$ cat src/hdl/aop_pkg.sv
// aop_pkg: shared types and constants of the alignment order permuter
// used by aop_ctrl, aop_dpath and alignment_order_permuter_top
`default_nettype none
package aop_pkg;

  localparam int MAX_WORDS_DEF = 64;
  localparam int VAL_W         = 12;
  localparam int KEY_W         = 9;
  localparam int TGT_W         = 8;
  localparam int MODE_W        = 2;

  localparam logic [MODE_W-1:0] MODE_IDENT = 2'd0;
  localparam logic [MODE_W-1:0] MODE_LEFT  = 2'd1;
  localparam logic [MODE_W-1:0] MODE_RIGHT = 2'd2;

  // key with no aligned target, also the "none found" mark of a sort pass
  localparam logic [KEY_W-1:0] KEY_NONE = 9'h100;

  typedef enum logic [1:0] {
    ST_LOAD,
    ST_SCAN,
    ST_FILL,
    ST_SORT
  } st_t;

  typedef struct packed {
    st_t  op;
    logic init;
    logic init_rev;
    logic clear;
  } cmd_t;

  typedef struct packed {
    logic last_acc;
    logic step_end;
    logic do_fill;
    logic rev;
    logic sent_last;
  } status_t;

endpackage
`default_nettype wire

$ cat src/hdl/aop_ctrl.sv
// aop_ctrl: sentence sequencer, load / scan / fill / sort
// depends on aop_pkg, drives aop_dpath through cmd_t
`default_nettype none
module aop_ctrl (
  input  wire            clk,
  input  wire            rst_n,
  input  aop_pkg::status_t sts,
  output aop_pkg::cmd_t  cmd
);
  import aop_pkg::*;

  st_t state_r, state_nxt;

  // state register
  always_ff @(posedge clk) begin
    if (!rst_n) state_r <= ST_LOAD;
    else        state_r <= state_nxt;
  end

  // next state
  always_comb begin
    state_nxt = state_r;
    unique case (state_r)
      ST_LOAD: if (sts.last_acc) state_nxt = ST_SCAN;
      ST_SCAN: if (sts.step_end) state_nxt = sts.do_fill ? ST_FILL : ST_SORT;
      ST_FILL: if (sts.step_end) state_nxt = ST_SORT;
      ST_SORT: if (sts.sent_last) state_nxt = ST_LOAD;
      default: state_nxt = ST_LOAD;
    endcase
  end

  // commands
  always_comb begin
    cmd.op       = state_r;
    cmd.init     = 1'b0;
    cmd.init_rev = 1'b0;
    cmd.clear    = 1'b0;
    unique case (state_r)
      ST_LOAD: cmd.init = sts.last_acc;
      ST_SCAN: begin
        cmd.init     = sts.step_end;
        cmd.init_rev = sts.step_end && sts.do_fill && sts.rev;
      end
      ST_FILL: cmd.init  = sts.step_end;
      ST_SORT: cmd.clear = sts.sent_last;
      default: cmd.init  = 1'b0;
    endcase
  end

endmodule
`default_nettype wire

$ cat src/hdl/aop_dpath.sv
// aop_dpath: word stores, walk counter, key scan, fill and sort passes, result register
// depends on aop_pkg, sequenced by aop_ctrl
`default_nettype none
module aop_dpath #(
  parameter int MAX_WORDS = aop_pkg::MAX_WORDS_DEF
) (
  input  wire                          clk,
  input  wire                          rst_n,
  input  aop_pkg::cmd_t                cmd,
  output aop_pkg::status_t             sts,
  input  wire                          cfg_we,
  input  wire [aop_pkg::MODE_W-1:0]    cfg_wdata,
  input  wire                          in_acc,
  input  wire [aop_pkg::VAL_W-1:0]     in_word_value,
  input  wire                          in_is_aligned,
  input  wire [aop_pkg::TGT_W-1:0]     in_target_index,
  input  wire                          in_last_word,
  output logic                         out_valid,
  input  wire                          out_stall,
  output logic [aop_pkg::VAL_W-1:0]    out_value,
  output logic                         out_last,
  output logic                         out_overflow
);
  import aop_pkg::*;

  localparam int AW = (MAX_WORDS > 1) ? $clog2(MAX_WORDS) : 1;
  localparam int CW = $clog2(MAX_WORDS + 1);

  logic [VAL_W-1:0] vmem [MAX_WORDS];
  logic [KEY_W-1:0] kmem [MAX_WORDS];

  logic [MODE_W-1:0] mode_r;
  logic [CW-1:0]     count_r, em_cnt_r;
  logic              drop_r, any_r, ph_r;
  logic [AW-1:0]     idx_r;
  logic [VAL_W-1:0]  rd_val_r;
  logic [KEY_W-1:0]  rd_key_r;
  logic [TGT_W-1:0]  first_r, lastal_r, fill_r, cur_r;
  logic [KEY_W-1:0]  nxt_r;
  logic              out_valid_r, out_last_r, out_ovf_r;
  logic [VAL_W-1:0]  out_value_r;

  logic              store_ok, aligned_now, any_nxt, at_end, adv, emit, out_free;
  logic [TGT_W-1:0]  first_nxt, lastal_nxt, fill_val, ek;
  logic [KEY_W-1:0]  nxt_upd;
  logic [AW-1:0]     last_idx;

  // walk decode
  assign store_ok    = count_r < CW'(MAX_WORDS);
  assign last_idx    = AW'(count_r - 1'b1);
  assign aligned_now = ph_r && !rd_key_r[KEY_W-1];
  assign at_end      = (cmd.op == ST_FILL && mode_r[1]) ? (idx_r == '0) : (idx_r == last_idx);
  assign out_free    = !out_valid_r || !out_stall;
  assign ek          = (mode_r == MODE_IDENT || !any_r) ? '0 : rd_key_r[TGT_W-1:0];
  assign emit        = (cmd.op == ST_SORT) && ph_r && (ek == cur_r) && out_free;
  assign adv         = ph_r && !((cmd.op == ST_SORT) && (ek == cur_r) && !out_free);
  assign fill_val    = rd_key_r[KEY_W-1] ? fill_r : rd_key_r[TGT_W-1:0];

  // scan results, seen in the cycle they are found
  always_comb begin
    any_nxt    = any_r;
    first_nxt  = first_r;
    lastal_nxt = lastal_r;
    if (cmd.op == ST_SCAN && aligned_now) begin
      any_nxt    = 1'b1;
      lastal_nxt = rd_key_r[TGT_W-1:0];
      if (!any_r) first_nxt = rd_key_r[TGT_W-1:0];
    end
  end

  // smallest key above the current one seen so far in this pass
  always_comb begin
    nxt_upd = nxt_r;
    if (ph_r && ek > cur_r && {1'b0, ek} < nxt_r) nxt_upd = {1'b0, ek};
  end

  assign sts.last_acc  = in_acc && in_last_word;
  assign sts.step_end  = adv && at_end && (cmd.op == ST_SCAN || cmd.op == ST_FILL);
  assign sts.do_fill   = (mode_r != MODE_IDENT) && any_nxt;
  assign sts.rev       = mode_r[1];
  assign sts.sent_last = emit && (CW'(em_cnt_r + 1'b1) == count_r);

  // stores and registered read port
  always_ff @(posedge clk) begin
    if (in_acc && store_ok) vmem[count_r[AW-1:0]] <= in_word_value;
    rd_val_r <= vmem[idx_r];
  end

  always_ff @(posedge clk) begin
    if (in_acc && store_ok)
      kmem[count_r[AW-1:0]] <= in_is_aligned ? {1'b0, in_target_index} : KEY_NONE;
    else if (cmd.op == ST_FILL && ph_r)
      kmem[idx_r] <= {1'b0, fill_val};
    rd_key_r <= kmem[idx_r];
  end

  // sentence control state
  always_ff @(posedge clk) begin
    if (!rst_n) begin
      mode_r   <= MODE_LEFT;
      count_r  <= '0;
      em_cnt_r <= '0;
      drop_r   <= 1'b0;
      any_r    <= 1'b0;
      ph_r     <= 1'b0;
      idx_r    <= '0;
    end else begin
      if (cfg_we) mode_r <= cfg_wdata;
      if (cmd.clear) begin
        count_r  <= '0;
        em_cnt_r <= '0;
        drop_r   <= 1'b0;
        any_r    <= 1'b0;
        ph_r     <= 1'b0;
        idx_r    <= '0;
      end else begin
        if (in_acc) begin
          if (store_ok) count_r <= CW'(count_r + 1'b1);
          else          drop_r  <= 1'b1;
        end
        any_r <= any_nxt;
        if (emit) em_cnt_r <= CW'(em_cnt_r + 1'b1);
        if (cmd.init) begin
          ph_r  <= 1'b0;
          idx_r <= cmd.init_rev ? last_idx : '0;
        end else if (cmd.op != ST_LOAD) begin
          if (!ph_r) ph_r <= 1'b1;
          else if (adv) begin
            ph_r <= 1'b0;
            if (cmd.op == ST_FILL && mode_r[1]) idx_r <= idx_r - 1'b1;
            else if (idx_r == last_idx)         idx_r <= '0;
            else                                idx_r <= idx_r + 1'b1;
          end
        end
      end
    end
  end

  // scan, fill and sort pass registers
  always_ff @(posedge clk) begin
    first_r  <= first_nxt;
    lastal_r <= lastal_nxt;
    if (cmd.init) begin
      fill_r <= mode_r[1] ? lastal_nxt : first_nxt;
      cur_r  <= '0;
      nxt_r  <= KEY_NONE;
    end else begin
      if (cmd.op == ST_FILL && ph_r) fill_r <= fill_val;
      if (cmd.op == ST_SORT && adv) begin
        if (idx_r == last_idx) begin
          cur_r <= nxt_upd[TGT_W-1:0];
          nxt_r <= KEY_NONE;
        end else begin
          nxt_r <= nxt_upd;
        end
      end
    end
  end

  // result register
  always_ff @(posedge clk) begin
    if (!rst_n) out_valid_r <= 1'b0;
    else if (emit) out_valid_r <= 1'b1;
    else if (!out_stall) out_valid_r <= 1'b0;
  end

  always_ff @(posedge clk) begin
    if (emit) begin
      out_value_r <= rd_val_r;
      out_last_r  <= sts.sent_last;
      out_ovf_r   <= drop_r;
    end
  end

  assign out_valid    = out_valid_r;
  assign out_value    = out_value_r;
  assign out_last     = out_last_r;
  assign out_overflow = out_ovf_r;

  a_em_le_count: assert property (@(posedge clk) disable iff (!rst_n)
    em_cnt_r <= count_r) else $error("emitted more results than stored words");
  a_walk_nonempty: assert property (@(posedge clk) disable iff (!rst_n)
    (cmd.op != ST_LOAD) |-> (count_r != '0)) else $error("walk over empty sentence");
  a_clear_after_last: assert property (@(posedge clk) disable iff (!rst_n)
    sts.sent_last |=> (count_r == '0 && !drop_r)) else $error("sentence not cleared");
  a_no_emit_when_full: assert property (@(posedge clk) disable iff (!rst_n)
    (out_valid_r && out_stall) |-> !emit) else $error("result overwritten while stalled");

endmodule
`default_nettype wire

$ cat src/hdl/alignment_order_permuter_top.sv
// alignment_order_permuter_top: loads a sentence, fills sort keys, emits sorted values
// depends on aop_pkg, aop_ctrl and aop_dpath
//
//  port group | dir | meaning
//  in_*       | in  | one source word a beat, valid/stall
//  out_*      | out | one permuted value a beat, valid/stall
//  cfg_*      | in  | order_mode write
//
// words load at one per cycle while the block is in its load phase
// after the last word, the stored words are scanned, then filled (left or right mode,
// when any word is aligned), then walked in sort passes, one pass per distinct key,
// plus one when no key is zero; each word store has a single read port; out_stall holds a pass
// reset is synchronous active low; no word is taken from the last word until the
// final result of the sentence has been loaded into the output register
`default_nettype none
module alignment_order_permuter_top #(
  parameter int MAX_WORDS = aop_pkg::MAX_WORDS_DEF
) (
  input  wire                       clk,
  input  wire                       rst_n,
  input  wire                       cfg_we,
  input  wire [aop_pkg::MODE_W-1:0] cfg_wdata,
  input  wire                       in_valid,
  output logic                      in_stall,
  input  wire [aop_pkg::VAL_W-1:0]  in_word_value,
  input  wire                       in_is_aligned,
  input  wire [aop_pkg::TGT_W-1:0]  in_target_index,
  input  wire                       in_last_word,
  output logic                      out_valid,
  input  wire                       out_stall,
  output logic [aop_pkg::VAL_W-1:0] out_value,
  output logic                      out_last,
  output logic                      out_overflow
);
  import aop_pkg::*;

  cmd_t    cmd;
  status_t sts;
  logic    in_acc;

  // input beats only in the load phase
  assign in_stall = (cmd.op != ST_LOAD);
  assign in_acc   = in_valid && !in_stall;

  aop_ctrl u_ctrl (
    .clk   (clk),
    .rst_n (rst_n),
    .sts   (sts),
    .cmd   (cmd)
  );

  aop_dpath #(.MAX_WORDS(MAX_WORDS)) u_dpath (
    .clk             (clk),
    .rst_n           (rst_n),
    .cmd             (cmd),
    .sts             (sts),
    .cfg_we          (cfg_we),
    .cfg_wdata       (cfg_wdata),
    .in_acc          (in_acc),
    .in_word_value   (in_word_value),
    .in_is_aligned   (in_is_aligned),
    .in_target_index (in_target_index),
    .in_last_word    (in_last_word),
    .out_valid       (out_valid),
    .out_stall       (out_stall),
    .out_value       (out_value),
    .out_last        (out_last),
    .out_overflow    (out_overflow)
  );

endmodule
`default_nettype wire
$ cat config.mk
export PLATFORM = sky130hd
export DESIGN_NAME = alignment_order_permuter_top
export DESIGN_NICKNAME = d
export VERILOG_FILES = /design/src/hdl/aop_pkg.sv /design/src/hdl/aop_ctrl.sv /design/src/hdl/aop_dpath.sv /design/src/hdl/alignment_order_permuter_top.sv
export SDC_FILE = /design/constraint.sdc
export NUM_CORES = 1
export LEC_CHECK = 0
export BUFFER_PORTS_ARGS = -buffer_cell sky130_fd_sc_hd__buf_2
export CORE_MARGIN = 10
export CORE_UTILIZATION = 30
export CTS_CLUSTER_SIZE = 28
export DETAILED_ROUTE_END_ITERATION = 16
export GPL_ROUTABILITY_DRIVEN = 0
export HOLD_SLACK_MARGIN = 0.15
export PLACE_DENSITY_LB_ADDON = 0.1
export SLEW_MARGIN = 20
export SYNTH_ARGS = -nofsm -noshare
export SYNTH_HDL_FRONTEND = slang
export SYNTH_SLANG_ARGS = --single-unit
$ cat constraint.sdc
create_clock -name clk -period 5.47 [get_ports clk]
set_input_delay 0.8205 -clock clk [delete_from_list [all_inputs] [get_ports clk]]
set_output_delay 0.8205 -clock clk [all_outputs]
set_load 0.01 [all_outputs]
Word-level counts from Yosys, hierarchy flattened
Memory sizes are Yosys's and may differ from the RTL's. A register that Yosys moved wholly into a read port is not among the register bits.
Index checks and enable logic that the tools add are counted.
{"block": "word_totals", "ram_bits": 1344, "ff_bits": 83, "n_memories": 2}
{"memory": "u_dpath.vmem", "depth": 64, "word_bits": 12, "rd": 1, "rd_clocked_by_memory_dff": 1, "write_ports": 1, "line_no": "aop_dpath.sv:29", "rtl": "logic [VAL_W-1:0] vmem [MAX_WORDS];"}
{"memory": "u_dpath.kmem", "depth": 64, "word_bits": 9, "rd": 1, "rd_clocked_by_memory_dff": 1, "write_ports": 1, "line_no": "aop_dpath.sv:30", "rtl": "logic [KEY_W-1:0] kmem [MAX_WORDS];"}
{"block": "op_classes", "n_mux": 41, "add_sub_neg": 5, "n_eq_ne": 11, "n_lt_le_gt_ge": 3, "n_bitwise": 2, "n_reduce_logical": 52}
{"cell": "$mux W8", "count": 8}
{"cell": "$mux W6", "count": 8}
{"cell": "$mux W9", "count": 4}
{"cell": "$logic_and A1 B1 Y1", "count": 22}
{"cell": "$mux W1", "count": 15}
{"cell": "$add A7 B1 Y7 const B", "count": 2}
{"cell": "$reduce_bool A2 Y1", "count": 7}
{"cell": "$sub A6 B1 Y6 const B", "count": 2}
{"cell": "$lt A8 B9 Y1", "count": 1}
{"cell": "$reduce_or A9 Y1", "count": 1}
{"cell": "$eq A8 B8 Y1", "count": 1}
{"cell": "$gt A8 B8 Y1", "count": 1}
{"cell": "$mux W2", "count": 4}
{"cell": "$ne A2 B1 Y1 const B", "count": 4}
{"cell": "$pmux W2 S4", "count": 1}
{"cell": "$reduce_and A2 Y1", "count": 4}
{"cell": "$eq A7 B7 Y1", "count": 1}
{"cell": "$logic_not A1 Y1", "count": 7}
{"cell": "$lt A7 B7 Y1 const B", "count": 1}
{"cell": "$add A6 B1 Y6 const B", "count": 1}
{"cell": "$eq A6 B6 Y1", "count": 1}
{"cell": "$logic_not A6 Y1", "count": 1}
{"cell": "$eq A2 B2 Y1 const B", "count": 2}
{"cell": "$logic_not A2 Y1", "count": 2}
{"cell": "9 further kinds", "count": 13}

Longest topological paths before layout
Gate-level depths: netlist (run 1).
{"block": "logic_depth", "word_depth": 15, "ltp_mapped": 13, "mapped_depth_nobuf": 12}

By module
A second synthesis (run 1) with hierarchy kept.
{"block": "hier_totals", "hier_cells": 2756, "hier_area_um2": 57228.6}
{"module": "aop_dpath", "cells_per_inst": 2724, "area_per_inst_um2": 56938.4, "n_inst": 1}
{"module": "aop_ctrl", "cells_per_inst": 30, "area_per_inst_um2": 276.5, "n_inst": 1}
{"module": "alignment_order_permuter_top", "cells_per_inst": 2, "area_per_inst_um2": 13.8, "n_inst": 1}

Worst setup path before layout (run 1)
Ideal clock, no wire load.
{"block": "synth_timing", "kind": "input -> register", "start": "input port in_valid", "end": "memory u_dpath.kmem[0][0], data pin", "arrival_ns": 4.176, "setup_time_ns": 0.702, "required_ns": 4.768, "path_buffers": 2, "slack_ns": 0.592, "cell_stages": 6, "cell_sequence": "nand2_1 -> or2_2 -> clkbuf_1 -> nand3_1 -> clkbuf_1 -> o21ai_0"}
{"block": "synth_via", "elab_chain_len": 6}
{"element": "start, declared", "line_no": "alignment_order_permuter_top.sv:23", "rtl": "input wire in_valid,"}
{"element": "$logic_and A1 B1 Y1", "line_no": "alignment_order_permuter_top.sv:43", "rtl": "assign in_acc = in_valid && !in_stall;"}
{"element": "$logic_and A1 B1 Y1", "line_no": "aop_dpath.sv:90", "rtl": "if (in_acc && store_ok)"}
{"element": "$mux W1", "line_no": "aop_dpath.sv:90"}
{"element": "$mux W1 (not written as such)", "line_no": "aop_dpath.sv:93", "rtl": "kmem[idx_r] <= {1'b0, fill_val};"}
{"element": "$reduce_or A9 Y1 (no line)"}
{"element": "$mux W9 (no line)"}
{"element": "end, declared", "line_no": "aop_dpath.sv:30"}
Every way passes these cells.

==> results of run 1 <==
-- how the worst min path moves through the flow --
stage	endpoint	depth (start not counted)
after CTS	u_dpath.mode_r[0]$_SDFFE_PN1P_	3
after global routing	u_dpath.mode_r[0]$_SDFFE_PN1P_	3
after floorplan	u_dpath.out_value[0]$_DFFE_PP_	0
after global placement	u_dpath.out_value[6]$_DFFE_PP_	0
final	u_dpath.mode_r[0]$_SDFFE_PN1P_	3
after detailed placement	u_dpath.out_value[6]$_DFFE_PP_	0
-- through the flow --
| step | hold WS [ns] | power (mW) | setup slack [ns] | cells |
|---|---|---|---|---|
| 3_5_place_dp | 0.391 | 16.1 | 1.08 | 5691 |
| 6_report | 0.295 | 26.1 | 1.05 | 5980 |
| 4_1_cts | 0.236 | 26.4 | 1.07 | 5976 |
| 3_3_place_gp | 0.398 | 16.1 | 1.08 | 5690 |
| 5_1_grt | 0.262 | 27.1 | 0.716 | 5978 |
| 2_1_floorplan | 0.386 | 14.8 | 0.592 | 3208 |
-- state kept, by name, indices dropped and copies added, names as in the netlist, 9 cells and up --
signal and cells:
u_dpath.rd_val_r 12, u_dpath.rd_key_r 9, u_dpath.vmem 768, u_dpath.nxt_r 9, u_dpath.kmem 576, u_dpath.out_value 12
-- critical path, delay by kind of cell (launching register included) --
| kind | cells | cell delay [ns] |
|---|---|---|
| buf+inv | 2 | 1.29 |
| compound gates | 3 | 1.07 |
| flops | 1 | 0.88 |
| mux | 1 | 0.62 |
| simple gates | 1 | 0.12 |
-- per-layer routing --
layer / routed length [um] / part of all wire (%) / track usage, % / vias up
li1: - / - / - / 13300
met1: 77900 / 48 / 22.1 / 15900
met2: 73500 / 45 / 23.2 / 782
met3: 8060 / 5.0 / 3.03 / 173
met4: 2690 / 1.7 / 3.40 / 2
met5: 13 / 0.0080 / 0 / -
-- final cells by class --
| cell class | count | area share (%) |
|---|---|---|
| Multi-Input combinational cell | 1531 | 20.9 |
| Antenna cell | 3 | 0.0114 |
| Timing Repair Buffer | 162 | 1.94 |
| Tap cell | 2511 | 4.76 |
| Inverter | 40 | 0.227 |
| Clock buffer | 192 | 6.40 |
| Clock inverter | 93 | 1.09 |
| Sequential cell | 1448 | 64.6 |
-- placed cells by master, fill, tap and decap left out, types with 39 or more instances in the layout --
| cell type | Yosys | layout |
|---|---|---|
| mux4_2 | 172 | 172 |
| nor2_1 | 208 | 196 |
| buf_2 | 51 | 44 |
| edfxtp_1 | 1366 | 1366 |
| inv_1 | 39 | 39 |
| o221ai_1 | 157 | 157 |
| a21oi_1 | 150 | 150 |
| o22ai_1 | 87 | 87 |
| buf_4 | 15 | 105 |
| clkbuf_16 | 0 | 163 |
| nand2_1 | 94 | 91 |
| dfxtp_1 | 82 | 76 |
| mux2i_1 | 363 | 363 |
| nor3_1 | 45 | 45 |
-- power groups by stage --
stage / Combinational [mW] / Clock, mW / Sequential, mW
after CTS: 3.23 / 10.5 / 12.7
after floorplan: 2.04 / 0 / 12.7
after global placement: 3.19 / 0 / 12.9
final: 3.18 / 10.2 / 12.7
after global routing: 3.42 / 11.0 / 12.7
after detailed placement: 3.22 / 0 / 12.9
-- cells by family after synthesis --
group	count (synthesis)
AOI/OAI and AO/OA	504
xor gates and xnor gates	29
adders and majority gates	24
buffers and inverters	229
DFF	1448
muxes	552
and+or+nand+nor	422
==> results.md, run 1 <==
- After synthesis, the most frequently instantiated cells are 1366 x edfxtp_1, 363 x mux2i_1, 208 x nor2_1.
- The largest family of logic cells by synthesized area is multiplexers.
- Once detail routing completed, the nets flagged for antenna violations numbered 0.
- The number of failing hold endpoints at the final stage is 0.
- After synthesis, the largest area contributor takes up 71.5% of total cell area.
- The post-cts gate resize count is 0.
- Entering global routing, the biggest net connects 117 pins.
- The critical path launch point type is a register.
- edfxtp_1 takes more of the synthesized area than any other cell.
- The I/O pin count is 45.
- For this run, asynchronously set or reset flops after synthesis account for 0%.
- Buffers placed on the I/O ports in this run total 44.
- Max-cap violations in this run came to 0.
- TritonCTS created 158 clock buffers.
- The endpoint arrival time on the critical path is between 5 and 6 ns.
- The clock latency on the worst-skew pair is 0.80 ns.
- TritonCTS built the clock tree.
- Clock-pin slew was measured on the worst setup and hold paths at 0.06 ns.
- For this configuration, the core starts out at a cell density of 30.2%.
- The multiplexer area fraction after synthesis is between 10 and 15%.
- Summing the areas of all compound-gate instances in the mapped netlist gives 6.11% of the synthesized area.
- The share of the clock period used by the worst path is 80.7%.
- In this design, the stage delay of the slowest critical-path cell is 0.88 ns.
- The classification of the worst setup path is register to register.
- Sorting the synthesized cells by area gives the leading types as edfxtp_1 72%, mux4_2 6.8%, mux2i_1 6.3%.
- Synthesis inferred 1448 register bits.
- The worst register-to-register path has a setup slack of 1.05 ns.
- The post-detailed-placement half-perimeter wirelength is 98400 um.
- For this block, the initial DRC count from the detailed router was around 2.3k.
- The average instance area after synthesis is 17.9 sq um.
- For this run, the post-layout net count is 3394.
- The worst slew margin relative to its limit is 28.1%.
- The launch instance of the worst min-delay path is cfg_wdata[0].
- The floorplan step set the die height to 457 um.
- The placeable core area is 190000 sq um.
- The sum of routed wire length over all layers is 162000 um.
- After filler insertion, the fill cell instance count of the layout stands at 17.8k.
- The final standard cell utilization of the core is 34.7%.
- Once layout is done, the placed cells without fillers occupy 66000 sq um.
- Static timing analysis puts the maximum clock frequency at approximately 0.23 GHz.
- The aggregate negative setup slack is 0 ns.
- The net count after synthesis is between 3k and 4k.
- In the routed design, unresolved DRC markers number 0.
- The global-route wire length before repair is 232000 um.
- STA classifies the critical path endpoint as a register.
- The detailed-route via count is 30.2k.
- The global route total overflow is 0.
- The internal power is 19.4 mW.
- Yosys instantiated no cell more often than edfxtp_1.
- After clock tree synthesis, the setup repair step added 0 buffers.
- In this run the power density over the cells is approximately 390 nW/um^2.
- The number of slew-limit violations in the final report was 0.
- Per report_power, the sequential group accounts for approximately half of the total.
- The leakage power of the design is slightly below 20 nW.
- The die span in x is 457 um.
- The number of buffers on the longest clock path is 3.
- The total clock sinks is 1448.
- The master cell of the clock root buffer is clkbuf_16.
- The critical path required time is 6.07 ns.
- The launching instance or port of the critical path is u_dpath.idx_r[0]$_SDFFE_PP0P_.
- The floorplan has 160 rows.
- Setup violations remaining at the end of the flow were counted as 0.
- The H-tree was split into 4 levels.
- The clock network burns around two fifths of the power.
- The Yosys step of the flow raised 0 warnings.
- In the routed layout, each cell is associated on average with a via count of approximately 5.1.
- The endpoint of the lowest-slack register-to-register path is u_dpath.rd_key_r[7]$_DFF_P_.
- The sequential standard cell area is 42700 sq um.
- The placed instance area is approximately 60000 sq um.
- Of all nets on the critical path, the largest fanout is 110.
- The run finished with clean final reports.
- The sequential-to-total area share from yosys stat is about three quarters.
- The routed wirelength normalized by instance count is about 27 um.
- The most used flip-flop cell after synthesis is edfxtp_1.
- The die outline area is 209000 sq um.
- The proportion of layout cells with a drive suffix above 1 is 18.4%.
- The transition time of the tightest slew-check pin is 1.07 ns.
- The clock period could shrink to 4.42 ns.
- The mapped netlist covers around 57000 sq um.
- Counting distinct cell types in the post-synthesis netlist gives a little under 80.
- The total global-route track usage is 15.1%.
- The maximum resistive drop on vdd is ~0.32 mV.
- Setup repair after global routing left no endpoint under its margin.
- The share of total power consumed by net switching is 25.5%.
- The gate count after technology mapping is 3208.
- The startpoint of the worst register-to-register path is u_dpath.idx_r[0]$_SDFFE_PP0P_.
- The critical path goes through buf_12, buf_4, mux4_2, o22ai_1, nor3_1, a211oi_1, a21oi_1.
- The kind of path behind the tightest hold check is input pin to register.
- The clock skew is 0.0256 ns.
- The number of hold buffers added after CTS was 0.
- In the final layout, the multi-input gates occupy 13800 sq um.
- The number of search-and-repair iterations in the first detailed-routing pass is 6.
- The part of the power in combinational logic is 12.2%.
- The simple-gate share of the synthesized area is approximately 3.3%.
- The area growth from synthesis to layout is 15.1%.
- The library cell contributing the largest single delay on the critical path is dfxtp_4.
- The endpoint of the worst setup timing path is u_dpath.rd_key_r[7]$_DFF_P_.
- The adder-cell area share of the yosys netlist is 0.523%.
- The via count of the first global-routing pass came to 30.9k.
- The path depth of the worst reg2reg path is 7.
- In this run the power spent charging and discharging nets is 6.66 mW.
- The xor and xnor area share after synthesis is 0.497%.
- In this run, synthesis inferred 1366 flip-flops with an integrated enable.
- The initial antenna violation count came to 2.
Note: power is estimated with default switching activity, not from simulation.
==> inputs of run 2 (changes only) <==
==> constraint.sdc (replaced) <==
create_clock -name clk -period 3.8 [get_ports clk]
set_input_delay 0.57 -clock clk [delete_from_list [all_inputs] [get_ports clk]]
set_output_delay 0.57 -clock clk [all_outputs]
set_load 0.01 [all_outputs]
==> results.md, run 2 (synthesized netlist as in run 1, its figures left out) <==
- The transition time of the tightest slew-check pin is 1.06 ns.
- The clock skew is 0.0280 ns.
- The via count normalized by instance count is roughly 5.0.
- The detailed router finished its first iteration with 2714 violations.
- In the finished design, the share of the clock period the worst path needs comes to between 90% and 100%.
- The largest fanout on the critical path is 21.
- The number of search-and-repair iterations in the first detailed-routing pass is 6.
- Among all stages on the critical path, the largest delay is contributed by o21ai_0.
- The top metal layer carrying routed signals is met5.
- The global route total overflow is 0.
- The sum of routed wire length over all layers is around 160000 um.
- The detailed route wirelength on metal2 is between 70000 and 80000 um.
- After routing, the total negative slack on setup checks comes to 0 ns.
- The initial antenna violation count is 12.
- The setup fix buffers added after clock tree synthesis is 0.
- The count of nets left with antenna violations once routing finished came out at 0.
- Clock tree synthesis found a total of 1448 sinks.
- Grouping stages by cell kind, the critical path spends the most delay in simple AND/OR/NAND/NOR gates.
- In this run the tightest slew margin relative to its limit is 28.8%.
- The die span in x is 457 um.
- Static timing analysis puts the maximum clock frequency at roughly 0.28 GHz.
- The worst hold slack is 0.230 ns.
- Summed over all cells, the static leakage comes to about 20 nW.
- The final cell count without fillers is 6120.
- The placeable core area is 190000 sq um.
- The root buffer cell chosen for the clock tree is clkbuf_16.
- The smallest clock period supported by the final layout is computed as 3.63 ns.
- between 40 and 50 I/O pins were placed.
- The endpoint arrival time on the critical path is 4.04 ns.
- The routed wirelength normalized by instance count is 26.9 um.
- The worst setup path is captured at a register.
- The routed length on met1 is 75000 um.
- The critical path launch point type is a register.
- The number of slew-limit violations in the final report was 0.
- Setup repair after global routing left no endpoint under its margin.
- After floorplanning, the core was divided into 160 placement rows.
- The final setup violation count is 0.
- The worst setup slack before clock tree synthesis is 0.0221 ns.
- The worst setup path is of the register to register kind.
- The area added between synthesis and finish is 17.7%.
- The H-tree generated during clock tree synthesis spans 4 levels.
- The run finished with clean final reports.
- The number of flip-flops in the largest register is between 700 and 800.
- Once routing completed, OpenROAD measured the worst setup slack at 0.170 ns.
- Buffers placed on the I/O ports in this run total 44.
- The number of placed instances with taps included is 5820.
- The net count reported at finish is between 3k and 4k.
- Leaving out fill and tap cells, the most frequent cells in the layout are 1366 x edfxtp_1, 363 x mux2i_1, 215 x buf_4.
- After clock tree synthesis, the clock-pin slew on the worst setup and hold paths is roughly 0.060 ns.
- The via count of the first global-routing pass came to between 30k and 40k.
- The wire length on met3 is 8700 um.
- The clock latency on the worst-skew pair is 0.81 ns.
- The worst hold path belongs to the class input pin to register.
- The number of buffers created by CTS is 160.
- In this run the power density over the cells is 567 nW/um^2.
- Global routing used 15.4% of the available tracks.
- Entering global routing, the biggest net connects 87 pins.
- The critical path goes through inv_1, ha_1, nand2_1, or2_2, nand3_2, o21ai_0, nand2_1, nor2_1.
- Counting along the longest clock path gives a buffer depth of 3.
- The die outline height is 457 um.
- The maximum resistive drop on vdd is 0.323 mV.
- TritonCTS built the clock tree.
- In this design, the stage delay of the slowest critical-path cell is 0.91 ns.
- Max-cap violations in this run came to 0.
- The first global-routing pass estimated 236000 um of wire.
- The proportion of layout cells with a drive suffix above 1 is 20.8%.
- At the worst endpoint, the required time is 4.21 ns.
- In this design, the critical path's most frequently occurring cell is nand2_1.
- The routed layout has 30.8k vias.
- The number of failing hold endpoints at the final stage came to 0.
- The final standard cell utilization of the core is ~36%.
- The post-detailed-placement half-perimeter wirelength is 106000 um.
- The die covers around 210000 sq um.
- Once the floorplan was initialized, standard cells occupied 30.2% of the core.
- Leaving out fill and tap cells, the most frequent cell in the layout is edfxtp_1.
- After detailed routing, the number of remaining DRC violations is 0.
- Together, buffers and inverters on the worst path number 1.
## run 2: layer usage
layer | vias to the layer above | global-route usage, %
met5 | - | 0
met4 | 8 | 4.18
met3 | 238 | 3.16
met2 | 731 | 24.4
met1 | 16200 | 21.4
li1 | 13600 | -
## run 2: final timing paths
path / from / to / slack [ns] / depth (start not counted)
hold reg to reg: u_dpath.rd_val_r[8]$_DFF_P_ / u_dpath.out_value[8]$_DFFE_PP_ / 0.41 / 0
setup reg to reg: u_ctrl.state_r[0]$_SDFFE_PN0P_ / u_dpath.kmem[4][2]$_DFFE_PP_ / 0.17 / 8
setup / recovery: u_ctrl.state_r[0]$_SDFFE_PN0P_ / u_dpath.kmem[4][2]$_DFFE_PP_ / 0.17 / 8
hold / removal: in_word_value[2] / u_dpath.vmem[8][2]$_DFFE_PP_ / 0.23 / 1
## run 2: power breakdown
group / switching [mW] / internal [mW]
Combinational: 3.00 / 1.84
Sequential: 0.246 / 17.9
Clock: 6.40 / 8.91
## run 2: repair_timing
action                                  4_1_cts  5_1_grt
hold endpoints to repair                      5        0
cloned                                        0        0
gates resized for setup                       1        3
hold buffers                                  6        0
endpoints found under the setup margin       18       18
## run 2: layout make-up
class	instances	area [sq um]
Sequential cell	1448	42700
Fill cell	17800	123000
Tap cell	2511	3140
Timing Repair Buffer	296	2540
Antenna cell	6	15.0
Multi-Input combinational cell	1531	13800
Clock buffer	188	4140
Clock inverter	100	1040
Inverter	40	150
## run 2: stage by stage
step | total power, mW | cell area [sq um]
finish | 38.3 | 67500
CTS | 38.8 | 67500
global placement | 23.3 | 62200
detailed placement | 23.4 | 62300
global route | 39.8 | 67500
floorplan | 21.3 | 57400
